--- config.mk ---
export PLATFORM = sky130hd
export DESIGN_NAME = lzms_matcher
export DESIGN_NICKNAME = d
export VERILOG_FILES = /design/src/rtl/lzms_pkg.sv /design/src/rtl/lzms_matcher.sv
export SDC_FILE = /design/constraint.sdc
export NUM_CORES = 1
export LEC_CHECK = 0
export BUFFER_PORTS_ARGS = -buffer_cell sky130_fd_sc_hd__buf_2
export CAP_MARGIN = 30
export CELL_PAD_IN_SITES_DETAIL_PLACEMENT = 0
export CELL_PAD_IN_SITES_GLOBAL_PLACEMENT = 1
export CORE_UTILIZATION = 34
export DETAILED_ROUTE_END_ITERATION = 10
export GPL_TIMING_DRIVEN = 0
export PLACE_DENSITY = 0.8
export SLEW_MARGIN = 10
export SYNTH_ARGS = -nofsm -noshare
export SYNTH_HDL_FRONTEND = slang
export SYNTH_SLANG_ARGS = --single-unit
--- constraint.sdc ---
create_clock -name clk_i -period 4.15 [get_ports clk_i]
set_input_delay 0.2075 -clock clk_i [delete_from_list [all_inputs] [get_ports clk_i]]
set_output_delay 0.2075 -clock clk_i [all_outputs]
set_load 0.005 [all_outputs]
--- src/rtl/lzms_pkg.sv ---
package lzms_pkg;

  localparam int WIN_DEPTH = 4096;
  localparam int LA_DEPTH  = 16;

  localparam int WIN_AW = $clog2(WIN_DEPTH);
  localparam int WCNT_W = $clog2(WIN_DEPTH + 1);
  localparam int LA_AW  = $clog2(LA_DEPTH);
  localparam int LCNT_W = $clog2(LA_DEPTH + 1);

  // result word: found, offset, length, overflow, zero fill to whole bytes
  localparam int RES_BITS  = 1 + WCNT_W + LCNT_W + 1;
  localparam int RES_BYTES = (RES_BITS + 7) / 8;
  localparam int RES_W     = RES_BYTES * 8;

  typedef logic [7:0]        byte_t;
  typedef logic [WIN_AW-1:0] win_addr_t;
  typedef logic [WCNT_W-1:0] win_cnt_t;
  typedef logic [LCNT_W-1:0] la_cnt_t;
  typedef byte_t [LA_DEPTH-1:0] la_arr_t;

  // append target selector
  localparam logic FUNC_WINDOW    = 1'b0;
  localparam logic FUNC_LOOKAHEAD = 1'b1;

  // control from the sequencer to the match tracker
  typedef struct packed {
    logic      clear;
    logic      valid;
    win_addr_t pos;
  } scan_ctl_t;

endpackage

--- src/rtl/lzms_matcher.sv ---
module lzms_matcher
  import lzms_pkg::*;
(
  input  logic      clk_i,
  input  logic      rst_ni,
  input  scan_ctl_t ctl_i,
  input  byte_t     rd_data_i,
  input  la_arr_t   la_i,
  input  la_cnt_t   la_cnt_i,
  output la_cnt_t   best_len_o,
  output win_addr_t best_start_o
);

  // alive[j]: window bytes ending at the current position equal lookahead[0..j]
  logic [LA_DEPTH-1:0] alive_q, alive_d;
  logic [LA_DEPTH-1:0] hit, chain;
  la_cnt_t             best_len_q, best_len_d;
  win_addr_t           best_start_q, best_start_d;
  logic                top_hit;
  logic [LA_AW-1:0]    top_j;
  la_cnt_t             top_len;
  win_addr_t           top_start;

  assign chain = {alive_q[LA_DEPTH-2:0], 1'b1};

  always_comb begin
    for (int j = 0; j < LA_DEPTH; j++) begin
      hit[j] = chain[j] && (rd_data_i == la_i[j]) && (LCNT_W'(j) < la_cnt_i);
    end
  end

  // longest run ending here
  always_comb begin
    top_hit = 1'b0;
    top_j   = '0;
    for (int j = 0; j < LA_DEPTH; j++) begin
      if (hit[j]) begin
        top_hit = 1'b1;
        top_j   = LA_AW'(j);
      end
    end
  end

  assign top_len   = LCNT_W'(top_j) + LCNT_W'(1);
  assign top_start = ctl_i.pos - WIN_AW'(top_j);

  always_comb begin
    alive_d      = alive_q;
    best_len_d   = best_len_q;
    best_start_d = best_start_q;
    if (ctl_i.clear) begin
      alive_d    = '0;
      best_len_d = '0;
    end else if (ctl_i.valid) begin
      alive_d = hit;
      // later start wins a tie: smaller backward offset
      if (top_hit && (top_len >= best_len_q)) begin
        best_len_d   = top_len;
        best_start_d = top_start;
      end
    end
  end

  always_ff @(posedge clk_i or negedge rst_ni) begin
    if (!rst_ni) begin
      alive_q    <= '0;
      best_len_q <= '0;
    end else begin
      alive_q    <= alive_d;
      best_len_q <= best_len_d;
    end
  end

  always_ff @(posedge clk_i) begin
    best_start_q <= best_start_d;
  end

  assign best_len_o   = best_len_q;
  assign best_start_o = best_start_q;

endmodule
# == Word level (Yosys, flattened, before mapping) ==
# Cells that the tools add are included.
# totals
word_cells,111
ff_bits,32
in_bits,157
# op_classes
n_reduce_logical,36
eq_ne,16
muxes,36
add_sub_neg,2
n_bitwise,1
magnitude_cmp,17
# ops
op,count
$eq A8 B8 Y1,16
$mux W4,14
$lt A4 B5 Y1 const A,8
$logic_and A1 B1 Y1,32
$mux W15,2
$lt A3 B5 Y1 const A,4
$mux W1,17
$mux W5,3
$sub A12 B4 Y12,1
$lt A1 B5 Y1 const A,2
$lt A2 B5 Y1 const A,2
$add A4 B1 Y5 const B,1
$ge A5 B5 Y1,1
$reduce_bool A2 Y1,2
$reduce_and A3 Y1,1
$reduce_and A2 Y1,1
$not A1 Y1,1

# == Longest topological paths before layout ==
# depth
word_depth,24
mapped_depth,19
depth_no_buf,17

# == Worst setup path before layout ==
# No wires, ideal clock.
# synth_path
path_kind,in2reg
start,input port rd_data_i[2]
end,register best_start_q[0] (netlist: best_start_o[0]) (enable)
setup_time_ns,0.380
t_arrival_ns,3.626
path_slack_ns,0.143
path_stages,17
cell_sequence,buf_2 xor2_1 nor4b_1 and4_1 a21oi_2 o32a_1 o21bai_2 a211oi_2 o41ai_2 ha_1 ha_1 a21o_1 a21o_1 a21oi_1 nor2b_1 o221ai_4 nor2_1
# synth_between
elab_chain_len,22
word_cells_on_any_way,82
# synth_rtl
item,line,text
from (decl),lzms_matcher.sv:7,"input byte_t rd_data_i,"
$eq A8 B8 Y1,lzms_matcher.sv:28,hit[j] = chain[j] && (rd_data_i == la_i[j]) && (LCNT_W'(j) < la_cnt_i);
$logic_and A1 B1 Y1 (2 in series),lzms_matcher.sv:28,
$mux W1,lzms_matcher.sv:37,if (hit[j]) begin
$mux W4 (14 in series),lzms_matcher.sv:37,
$add A4 B1 Y5,lzms_matcher.sv:44,assign top_len = LCNT_W'(top_j) + LCNT_W'(1);
$ge A5 B5 Y1,lzms_matcher.sv:57,if (top_hit && (top_len >= best_len_q)) begin
$logic_and A1 B1 Y1 (*),lzms_matcher.sv:57,
$reduce_and A3 Y1 (no source line) (*),--,
to (signal assigned),lzms_matcher.sv:75,best_start_q <= best_start_d;
to (decl),lzms_matcher.sv:18,"win_addr_t best_start_q, best_start_d;"
# Every way passes the cells marked *; elsewhere a longest branch is shown, timed or not.
# A chain may end at the register's enable or synchronous reset.

# == Worst setup path in the final report ==
# layout_path
start,input port rd_data_i[0]
end,register best_len_q[3] (netlist: best_len_o[3])
# layout_between
elab_chain_len,23
word_cells_on_any_way,86
# layout_rtl
item,line,text
$eq A8 B8 Y1,lzms_matcher.sv:28,
$logic_and A1 B1 Y1 (2 in series),lzms_matcher.sv:28,
$mux W1,lzms_matcher.sv:37,
$mux W4 (14 in series),lzms_matcher.sv:37,
$add A4 B1 Y5,lzms_matcher.sv:44,
$ge A5 B5 Y1,lzms_matcher.sv:57,
$logic_and A1 B1 Y1,lzms_matcher.sv:57,
$reduce_bool A2 Y1 (no source line),--,
$reduce_and A2 Y1 (no source line),--,
to (signal assigned),lzms_matcher.sv:70,best_len_q <= best_len_d;
to (decl),lzms_matcher.sv:17,"la_cnt_t best_len_q, best_len_d;"
# Several ways; a longest one is shown, not always the timed one. The select of a mux whose other input is x is not followed.

==> impl_metrics.tcl <==
set metrics [dict create \
    maxSlewHeadroom_pct 44.8 \
    synth_edf_count 12 \
    outcome "finished clean" \
    n_antenna_cell 0 \
    numClockSinks 32 \
    syn_area_per_cell_um2 8.86 \
    cts_tree "built" \
    drcViolationCount 0 \
    synth_top_area_share_pct 26.5 \
    async_reset_ff_share_pct 62.5 \
    finish.utilization_pct 45.2 \
    netlist.top_cell.by_area "xnor2_1" \
    placed_area_mm2 0.00476 \
    fp.dieArea_mm2 0.0115 \
    clockPowerShare_pct 26.3 \
    critPathKind "input port to flip-flop" \
    clock_latency_ns 0.29 \
    gp_congestion 0.837 \
    clk_path_buf_depth 2 \
    swShare_pct 31.5 \
    grt_pass1_vias 3868 \
    drv_slew 0 \
    areaGrowthSynthToFinish_pct 29.7 \
    intPower_mw 0.607 \
    fin_hold_ws_ns 0.161 \
    core_area_mm2 0.0108 \
    ir_worst_vdd_mv 0.115 \
    period_share_pct 93.3 \
    tightest_slew_ns 0.821 \
    yosys-top-cells-area "xnor2_1, dfrtp_1, edfxtp_1" \
    first_iter_violations 143 \
    num_vias 3669 \
    grt_usage_pct 20.3 \
    worst_slack_ns 0.278 \
    pin_count 174 \
    crit_chain "buf_2 -> buf_6 -> xnor2_1 -> nand3_1 -> nor3_1 -> nor2_1 -> o31ai_1 -> a21oi_1 -> or2_1 -> ha_1 -> ha_1 -> a21o_1 -> a21o_1 -> a21oi_1 -> nor2b_1 -> o221ai_4 -> mux2i_1 -> o41ai_1" \
    critPathMaxStageDelay_ns 0.59 \
    synthCells 426 \
    cpLargestDelayFamily "simple AND/OR/NAND/NOR gates" \
    grt_max_degree 21 \
    dr.pass1.iters 4 \
    antenna_found_initial 0 \
    rsz0062_at_grt "false" \
    pwr-share-seq_pct 37.1 \
    layout_min_cycle_time_ns 3.87 \
    clk_pin_slew_worst_paths_ns 0.07 \
    syn_area_mm2 0.00377 \
    slowest_stage "nor3_1" \
    setup.worst_path.start_class "input port" \
    fin_nets 766 \
    hold_class "input port to flip-flop" \
    grt_pass1_wl_um 18400 \
    numCtsBuffers 5 \
    cp_max_fo 10 \
    synth.distinct_cells 55 \
    worstSetupEndpointType "flip-flop" \
    required_ns 4.29 \
    skew_ns 0.00602 \
    vias_per_cell 4.96 \
    ys_ff_latch 32 \
    yosysWarnings 0 \
    ys_seq_area_share_pct 22.8 \
    hold_viol 0 \
    setup_viol 0 \
    synth_nets 594 \
    max_freq_ghz 0.258 \
    maxCapViolations 0 \
    dp_hpwl_um 9490 \
    fin_area_mm2 0.00489 \
    final_common_cell "buf_2" \
    rows 38 \
    synth-main-ff-cell "dfrtp_1" \
    wire_per_inst_um 15.1 \
    layout-drive-gt1-share_pct 34.7 \
    arrival_ns 4.02 \
    power_frac_comb_pct 36.6 \
    fp.dieH_um 107 \
    layout_common_cells "buf_2, xnor2_1, nor2_1" \
    p_switching_mw 0.280 \
    drt.antenna.violating_nets 0 \
    htree_levels 2 \
    dp_slack_ns -0.957 \
    die_w_um 107 \
    initial_core_util_pct 34.8 \
    power_leakage_nw 2.06 \
    root_buffer "clkbuf_8" \
    path_buf_inv 2 \
    portBuffers 163 \
    drt_wl_total_um 11200 \
    setup_tns_ns 0 \
    power.density_mw_per_mm2 181 \
    gr-total-overflow 0 \
]
==> final timing paths <==
path / startpoint / to / slack, ns / cells past startpoint
worst max-delay path: rd_data_i[0] / best_len_o[3] / 0.28 / 18
worst min-delay path: ctl_i[13] / best_len_o[3] / 0.16 / 2
worst max register to register: alive_q[1] / best_len_o[3] / 0.37 / 16
worst min register to register: alive_q[10] / alive_q[10] / 0.53 / 2
max in group asynchronous: rst_ni / alive_q[3] / 3.40 / 2
min in group asynchronous: rst_ni / best_len_o[3] / 0.42 / 2
==> metrics by stage <==
step / total power [mW] / std cells
global placement: 0.653 / 729
CTS: 0.897 / 738
finish: 0.887 / 739
detailed placement: 0.661 / 729
floorplan: 0.535 / 426
global route: 0.937 / 739
==> logic make-up after synthesis <==
group	synth area share [%]
compound gates	8.52
xor+xnor	32.0
flops	22.8
mux	5.04
fa+ha+maj	3.85
simple gates	21.8
buf+inv	5.93
==> cells in the mapped netlist (3+ instances only) <==
library cell / number
a21o_1: 6
a21oi_1: 10
buf_2: 5
buf_4: 3
buf_6: 10
dfrtp_1: 20
edfxtp_1: 12
ha_1: 10
inv_1: 13
mux2i_1: 19
nand2_1: 20
nand3_1: 25
nand4_1: 17
nor2_1: 35
nor2b_1: 5
nor3_1: 10
nor4_1: 12
nor4_2: 4
nor4b_1: 3
o21ai_0: 3
or2_1: 5
or3_1: 3
xnor2_1: 114
xor2_1: 24
==> power groups by stage <==
stage	registers, mW	logic [mW]	clock network, mW
6_report	0.329	0.325	0.233
5_1_grt	0.329	0.357	0.252
4_1_cts	0.329	0.328	0.240
3_5_place_dp	0.335	0.325	0
3_3_place_gp	0.335	0.317	0
2_1_floorplan	0.336	0.199	0
==> metal layers <==
| metal | routed length [um] | vias to the layer above | global-route usage [%] |
|---|---|---|---|
| li1 | - | 1824 | - |
| met1 | 4750 | 1709 | 23.4 |
| met2 | 5670 | 123 | 37.6 |
| met3 | 595 | 13 | 4.06 |
| met4 | 144 | 0 | 5.48 |
| met5 | 0 | - | 0 |
==> registers in the layout, indices dropped and copies added, names as in the netlist <==
name,count
best_len_o,5
best_start_o,12
alive_q,15
==> worst reg2reg max path: stages, from the launching register on <==
cell      delay (ns)
dfrtp_1         0.37
o211ai_1        0.12
or3_1           0.42
a21oi_2         0.16
o32a_1          0.18
o21bai_2        0.07
a211oi_2        0.31
o41ai_4         0.16
ha_1            0.34
ha_1            0.28
a21o_1          0.16
a21o_1          0.17
a21oi_1         0.14
nor2b_1         0.08
o221ai_4        0.35
mux2i_1         0.25
o41ai_1         0.09
==> final cells by class <==
class,count,area [um^2]
Inverter,14,52.6
Clock inverter,3,13.8
Timing Repair Buffer,165,833
Clock buffer,5,68.8
Buffer,21,171
Fill cell,1127,5950
Sequential cell,32,861
Tap cell,140,175
Multi-Input combinational cell,359,2720
==> what timing repair did <==
| item | CTS | global route |
|---|---|---|
| endpoints found under the setup margin | 19 | 16 |
| gates resized for setup | 4 | 1 |
| gates cloned | 0 | 0 |
| hold buffers | 1 | 0 |
| buffers inserted | 0 | 1 |
| pin swaps | 0 | 1 |
| hold endpoints to repair | 20 | 0 |
No activity file was read; power rests on OpenSTA's default activity.
